File: src/rtl/pcbs_pkg.sv
// ----------------------------------------------------------------------------
// pcbs_pkg: shared types and constants
// Request and result transaction types, request codes, register indexes,
// sequencer states and default sizes for the box suppression unit.
// ----------------------------------------------------------------------------
package pcbs_pkg;

    localparam int MAX_DETS_DEF    = 256;
    localparam int MAX_CLASSES_DEF = 128;
    localparam int COORD_BITS_DEF  = 16;

    // digit width of the shared multiply-accumulate unit
    localparam int MAC_DIGIT = 16;

    localparam logic [15:0] THR_RESET  = 16'd29491;
    localparam logic [7:0]  NCLS_RESET = 8'd80;

    localparam logic CFG_IOU_THR = 1'b0;
    localparam logic CFG_NUM_CLS = 1'b1;

    localparam logic STS_OK  = 1'b0;
    localparam logic STS_ERR = 1'b1;

    typedef enum logic [1:0] {
        REQ_LOAD_BOX   = 2'd0,
        REQ_LOAD_SCORE = 2'd1,
        REQ_RUN        = 2'd2,
        REQ_READ       = 2'd3
    } t_req;

    typedef enum logic [3:0] {
        S_IDLE,
        S_READ,
        S_A_RD,
        S_A_LD,
        S_A_AREA,
        S_B_RD,
        S_B_EV,
        S_M_INT,
        S_M_AREA,
        S_M_THR
    } t_state;

    typedef struct packed {
        t_req               req_type;
        logic [7:0]         det_index;
        logic [6:0]         class_index;
        logic signed [15:0] center_x;
        logic signed [15:0] center_y;
        logic [14:0]        box_width;
        logic [14:0]        box_height;
        logic [15:0]        score_in;
        logic [8:0]         det_count;
    } t_in;

    typedef struct packed {
        logic [15:0] score_out;
        logic        status;
    } t_out;

endpackage

File: src/rtl/pcbs_mac.sv
// ----------------------------------------------------------------------------
// pcbs_mac: shared multiply-accumulate unit
// Multiplies a wide operand by a narrower one, one 16-bit digit of the
// narrow operand per cycle, most significant digit first.
// ----------------------------------------------------------------------------
module pcbs_mac
    import pcbs_pkg::*;
#(
    parameter int WA = 33,
    parameter int WB = 16
) (
    input  logic              i_clk,
    input  logic              i_rst_n,
    input  logic              i_start,
    input  logic [WA-1:0]     i_a,
    input  logic [WB-1:0]     i_b,
    output logic              o_done,
    output logic [WA+WB-1:0]  o_prod
);

    localparam int ND  = WB / MAC_DIGIT;
    localparam int CNW = $clog2(ND + 1);
    localparam int PW  = WA + WB;

    logic           r_busy;
    logic           r_done;
    logic [CNW-1:0] r_cnt;
    logic [WA-1:0]  r_a;
    logic [WB-1:0]  r_b;
    logic [PW-1:0]  r_acc;

    always_ff @(posedge i_clk) begin
        if (!i_rst_n) begin
            r_busy <= 1'b0;
            r_done <= 1'b0;
            r_cnt  <= '0;
        end else begin
            r_done <= 1'b0;
            if (i_start) begin
                r_busy <= 1'b1;
                r_cnt  <= CNW'(ND);
                r_a    <= i_a;
                r_b    <= i_b;
                r_acc  <= '0;
            end else if (r_busy) begin
                // shift in the next partial product
                r_acc <= (r_acc << MAC_DIGIT) + PW'(r_a * r_b[WB-1 -: MAC_DIGIT]);
                r_b   <= r_b << MAC_DIGIT;
                r_cnt <= r_cnt - 1'b1;
                if (r_cnt == CNW'(1)) begin
                    r_busy <= 1'b0;
                    r_done <= 1'b1;
                end
            end
        end
    end

    assign o_done = r_done;
    assign o_prod = r_acc;

endmodule

File: config.mk
export PLATFORM = sky130hd
export DESIGN_NAME = pcbs_mac
export DESIGN_NICKNAME = d
export VERILOG_FILES = /design/src/rtl/pcbs_pkg.sv /design/src/rtl/pcbs_mac.sv
export SDC_FILE = /design/constraint.sdc
export NUM_CORES = 1
export LEC_CHECK = 0
export ABC_CLOCK_PERIOD_IN_PS = 8000
export BUFFER_PORTS_ARGS = -buffer_cell sky130_fd_sc_hd__buf_2
export CORE_MARGIN = 5
export CORE_UTILIZATION = 60
export CTS_CLUSTER_SIZE = 8
export DETAILED_ROUTE_END_ITERATION = 12
export PLACE_DENSITY = 0.8
export SLEW_MARGIN = 20
export SYNTH_ARGS = -nofsm -noshare
export SYNTH_HDL_FRONTEND = slang
export SYNTH_SLANG_ARGS = --single-unit
export TNS_END_PERCENT = 100
File: constraint.sdc
create_clock -name i_clk -period 8 [get_ports i_clk]
set_clock_uncertainty 0.1 [all_clocks]
set_input_delay 2 -clock i_clk [delete_from_list [all_inputs] [get_ports i_clk]]
set_output_delay 2 -clock i_clk [all_outputs]
set_load 0.02 [all_outputs]
==> run_results.csv, run 1 <==
group,metric,value,unit
run_status,status,"complete, no violations",
timing,fin_crit,7400,ps
synthesis,syn_area,21400,um^2
global_route,grt_pass1_vias,17400,
timing,hold_slack,448,ps
critical_path,crit_cells,19,
global_route,gr-total-overflow,0,
drt,first_iter_violations,1281,
global_route,top_usage_layer,"met2",
timing,fmax,135,MHz
cells_and_area,area.sequential,3000,um^2
synthesis,synth_area_leaders,"fa_1 43%, edfxtp_1 14%, inv_1 10%",
critical_path,reg2reg_slack,600,ps
clocking,htree_levels,3,
critical_path,path_max_fanout,25,
synthesis,synth_warnings,0,
timing,rsz0062_at_grt,"false",
synthesis,ys_ff_latch,101,
die,start_util,60.4,%
critical_path,reg2reg_to,"o_prod[46]",
global_route,grt_start_max_net_pins,66,
cells_and_area,fin_area,22600,um^2
synthesis,synth_edf_count,98,
timing,drv_slew,0,
critical_path,crit_start,"r_b[1]",
cells_and_area,final_common_cell,"inv_1",
drt,detail_route.vias_per_cell,5.59,
synthesis,yosysTopAreaCellShare,43.4,%
die,die_h,199,um
synthesis,synthFlopType,"edfxtp_1",
drt,drc_errors,0,
critical_path,crit_required,8050,ps
critical_path,cp_slowest_cell,"edfxtp_1",
clocking,cts_resized,0,
synthesis,seq_area_frac_synth,14.0,%
die,dieArea,39500,um^2
drt,wl,55800,um
die,io_pins,102,
hold_path,worstHoldPathType,"reg -> reg",
clocking,root_buffer,"clkbuf_16",
drt,dr.pass1.iters,7,
critical_path,r2r-start,"r_b[1]",
timing,setup_viol,0,
global_route,gr-usage-met3,6.64,%
global_route,grt_pass1_wl,91900,um
critical_path,endpoint,"o_prod[46]",
global_route,grt_use_met1,42.2,%
clocking,numCtsBuffers,9,
placement,io_buffers,101,
die,fp.coreArea,35400,um^2
cells_and_area,n_fill_cell,2916,
drt,ant_nets,0,
placement,gp_congestion,0.950,
clocking,clk_pin_slew_worst_paths,80,ps
placement,hpwlAfterDp,45000,um
drt,route.vias.total,15700,
clocking,cts_num_sinks,101,
synthesis,avgSynthCellArea,9.27,um^2
cells_and_area,layout-drive-gt1-share,6.49,%
timing,setup-tns-final,0,ps
critical_path,start_kind,"flip-flop",
critical_path,critPathKind,"reg -> reg",
clocking,clock_latency,400,ps
placement,placed_area,22200,um^2
cells_and_area,multi_input_area,15800,um^2
timing,final_hold_viol_count,0,
cells_and_area,layout_common_cells,"597 x inv_1, 464 x fa_1, 356 x nand2_1",
synthesis,async_flop_share,0,%
cells_and_area,n_antenna_cell,0,
clocking,cts_tree,"done",
critical_path,worstPathArrival,7450,ps
critical_path,crit_family,"adder cells",
global_route,grtUsageTotal,30.0,%
cells_and_area,nets,2980,
global_route,grt.met2_usage,47.3,%
timing,tightest_slew,1230,ps
synthesis,yosys.area.top_type,"fa_1",
synthesis,synth_cell_type_count,60,
critical_path,path_cells,"nand2_1, fa_1, fa_1, fa_1, inv_1, fa_1, fa_1, inv_1, fa_1, inv_1, ha_1, a21oi_1, o21ai_0, nor2_1, a31oi_4, a21oi_2, o41ai_4, a311oi_1, mux2_1",
timing,slew_headroom,18.3,%
die,row_count,69,
critical_path,cp_num_buf_inv,3,
cells_and_area,area_delta_synth_final,5.54,%
die,die_x,199,um
synthesis,synth_nets,2949,
clocking,holdBufCountCts,0,
critical_path,crit_path_frequent_cell,"fa_1",
drt,routedWlPerCell,19.9,um
clocking,ctsLongestPathBuffers,2,
hold_path,min_path_cells,1,
critical_path,ff2ff_path_depth,19,
global_route,antenna_found_initial,0,
clocking,post_cts_buffers,0,
timing,fin_crit_sh,92.5,%
synthesis,synthCells,2307,
critical_path,end_kind,"flip-flop",
run,maxCapViolCount,0,
critical_path,max_stage_delay,1100,ps
## state kept, by name (all words and copies together) (netlist names)
| register | count |
|---|---|
| o_done | 1 |
| r_cnt | 1 |
| r_b | 16 |
| o_prod | 49 |
| r_a | 33 |
| r_busy | 1 |
## area by class of cell
class | instances | share of cell area, %
tap | 461 | 2.55
sequential | 101 | 13.3
clock inverter | 4 | 0.144
clock buffer | 12 | 1.05
timing repair buffer | 122 | 3.19
multi-input combinational | 1507 | 69.8
inverter | 597 | 9.92
## worst min-delay path by stage
stage                      from      to  slack (ps)
after detailed placement  r_cnt  o_done         430
after global routing      r_cnt  o_done         480
after floorplan           r_cnt  o_done         410
final                     r_cnt  o_done         450
after global placement    r_cnt  o_done         420
after CTS                 r_cnt  o_done         450
## through the flow
stage	cells	setup WS (ps)	utilization [%]
after floorplan	2307	1760	-
after global placement	2782	870	62.7
after detailed placement	2782	699	62.7
after CTS	2798	667	63.5
after global routing	2804	358	63.8
final	2804	600	63.8
## kinds of logic after synthesis
kind of cell               count (synthesis)  synth area share [%]
AOI/OAI and AO/OA                        158                  4.95
xor gates and xnor gates                  38                  1.56
adders and majority gates                590                  50.8
buffers and inverters                    699                  12.3
DFF                                      101                  14.0
muxes                                      5                 0.257
and+or+nand+nor                          716                  16.1
## synthesized netlist by cell type, types with 18 or more instances
library cell  number
and2_1           235
nor2_1            53
edfxtp_1          98
clkbuf_1          96
inv_1            597
xor2_1            18
a21o_1            21
a21oi_1           54
xnor2_1           20
nand2_1          356
ha_1             126
o21ai_0           25
fa_1             464
## routing by layer
metal,share of wire [%],vias to the layer above
met4,2.7,0
met2,47,805
li1,-,6810
met3,10,106
met1,40,7948
met5,0,-
Power of run 1 is left out: the tool's default activity adds up to more than one toggle a clock period on the data nets, which glitch-free logic cannot reach.
==> inputs of run 2 (changes only) <==
--- a/config.mk
+++ b/config.mk
@@ -5,7 +5,7 @@
 export SDC_FILE = /design/constraint.sdc
 export NUM_CORES = 1
 export LEC_CHECK = 0
-export ABC_CLOCK_PERIOD_IN_PS = 8000
+export ABC_CLOCK_PERIOD_IN_PS = 8600
 export BUFFER_PORTS_ARGS = -buffer_cell sky130_fd_sc_hd__buf_2
 export CORE_MARGIN = 5
 export CORE_UTILIZATION = 60
==> constraint.sdc (replaced) <==
create_clock -name i_clk -period 8.6 [get_ports i_clk]
set_clock_uncertainty 0.1 [all_clocks]
set_input_delay 2.15 -clock i_clk [delete_from_list [all_inputs] [get_ports i_clk]]
set_output_delay 2.15 -clock i_clk [all_outputs]
set_load 0.02 [all_outputs]
==> run_results.csv, run 2 (synthesis results as in run 1) <==
group,metric,value,unit
run_status,status,"complete, no violations",
global_route,grtUsageTotal,30.1,%
critical_path,r2r-start,"r_b[7]",
critical_path,path_cells,"buf_4, nand2_1, fa_1, inv_1, fa_1, fa_1, fa_1, fa_1, inv_1, fa_1, inv_1, ha_1, and2_1, a41oi_1, o21a_1, o21ai_0, a21oi_2, o41ai_4, a311oi_1, mux2_1",
clocking,cts_resized,0,
cells_and_area,nets,2974,
drt,wl,55800,um
critical_path,worstPathArrival,7430,ps
timing,tightest_slew,1170,ps
global_route,antenna_found_initial,0,
timing,fin_crit,7380,ps
critical_path,crit_start,"r_b[7]",
drt,drc_errors,0,
drt,detail_route.vias_per_cell,5.59,
drt,route.vias.total,15700,
run,maxCapViolCount,0,
hold_path,worstHoldPathType,"reg -> reg",
critical_path,crit_family,"adder cells",
clocking,numCtsBuffers,9,
die,fp.coreArea,35400,um^2
clocking,cts_num_sinks,101,
cells_and_area,area_delta_synth_final,5.50,%
placement,io_buffers,101,
drt,ant_nets,0,
placement,hpwlAfterDp,45000,um
critical_path,crit_path_frequent_cell,"fa_1",
cells_and_area,n_fill_cell,2880,
timing,setup-tns-final,0,ps
critical_path,end_kind,"flip-flop",
hold_path,hold_start,"r_cnt",
timing,fin_crit_sh,85.8,%
critical_path,critPathKind,"reg -> reg",
drt,dr.pass1.iters,7,
timing,final_hold_viol_count,0,
die,dieArea,39500,um^2
clocking,htree_levels,3,
clocking,clock_latency,400,ps
clocking,post_cts_buffers,0,
die,start_util,60.4,%
cells_and_area,final_common_cell,"inv_1",
critical_path,start_kind,"flip-flop",
timing,drv_slew,0,
critical_path,max_stage_delay,950,ps
clocking,cts_tree,"done",
timing,fmax,135,MHz
cells_and_area,largest_reg_flops,49,
global_route,grt_pass1_wl,91500,um
cells_and_area,layout-drive-gt1-share,6.33,%
clocking,holdBufCountCts,0,
timing,slew_headroom,21.8,%
timing,rsz0062_at_grt,"false",
die,die_h,199,um
die,io_pins,102,
drt,routedWlPerCell,19.9,um
critical_path,cp_num_buf_inv,4,
critical_path,path_max_fanout,18,
critical_path,cp_slowest_cell,"edfxtp_1",
global_route,gr-total-overflow,0,
clocking,ctsLongestPathBuffers,2,
global_route,grt_pass1_vias,17000,
cells_and_area,n_antenna_cell,0,
cells_and_area,area.sequential,3000,um^2
timing,setup_viol,0,
clocking,clk_pin_slew_worst_paths,80,ps
die,row_count,69,
cells_and_area,layout_common_cells,"597 x inv_1, 464 x fa_1, 356 x nand2_1",
placement,gp_congestion,0.932,
critical_path,crit_required,8650,ps
cells_and_area,multi_input_area,15800,um^2
die,die_x,199,um
clocking,root_buffer,"clkbuf_16",
timing,hold_slack,455,ps
drt,first_iter_violations,1280,
global_route,grt_start_max_net_pins,79,
==> run 2: cell count changes in the layout (fill, tap and decap cells not counted) <==
cell / change
buf_4: -7
bufinv_16: +1
inv_8: +1
clkbuf_8: +1
clkbuf_1: -2
clkinvlp_4: -1
buf_16: -1
buf_8: +2
==> run 2: final timing paths <==
check / end / slack, ps / depth (start not counted)
max: o_prod[46] / 1220 / 20
min: o_done / 450 / 1
max reg2reg: o_prod[46] / 1220 / 20
min reg2reg: o_done / 450 / 1
==> run 2: final cells by class <==
| type | instances | share of cell area [%] |
|---|---|---|
| Clock buffer | 11 | 1.08 |
| Clock inverter | 5 | 0.294 |
| Inverter | 597 | 9.93 |
| Multi-Input combinational cell | 1507 | 69.9 |
| Sequential cell | 101 | 13.3 |
| Tap cell | 461 | 2.56 |
| Timing Repair Buffer | 116 | 2.97 |
==> run 2: metrics by stage <==
stage	setup WS (ps)	std cells	utilization [%]	instance area, um^2
6_report	1220	2798	63.8	22600
4_1_cts	1260	2793	63.5	22500
3_3_place_gp	1300	2775	62.6	22200
5_1_grt	997	2798	63.8	22600
2_1_floorplan	2360	2307	-	21400
3_5_place_dp	1250	2777	62.7	22200
==> run 2: metal layers <==
metal / track usage (%) / part of all wire, % / vias up / routed length (um)
met5: 0 / 0 / - / 0
met4: 8.74 / 2.4 / 0 / 1350
met3: 7.44 / 10 / 99 / 5670
met2: 45.9 / 46 / 803 / 25500
met1: 43.4 / 42 / 7960 / 23200
li1: - / - / 6789 / -
==> run 2: worst register-to-register path, stage by stage (launching register included) <==
cell      delay [ps]
edfxtp_1         950
buf_4            410
nand2_1          130
fa_1             580
inv_1             60
fa_1             480
fa_1             600
fa_1             440
fa_1             490
inv_1             50
fa_1             550
inv_1             60
ha_1             380
and2_1           270
a41oi_1          230
o21a_1           170
o21ai_0          110
a21oi_2          300
o41ai_4          110
a311oi_1         320
mux2_1           360
Power of run 2 is left out for the same reason.
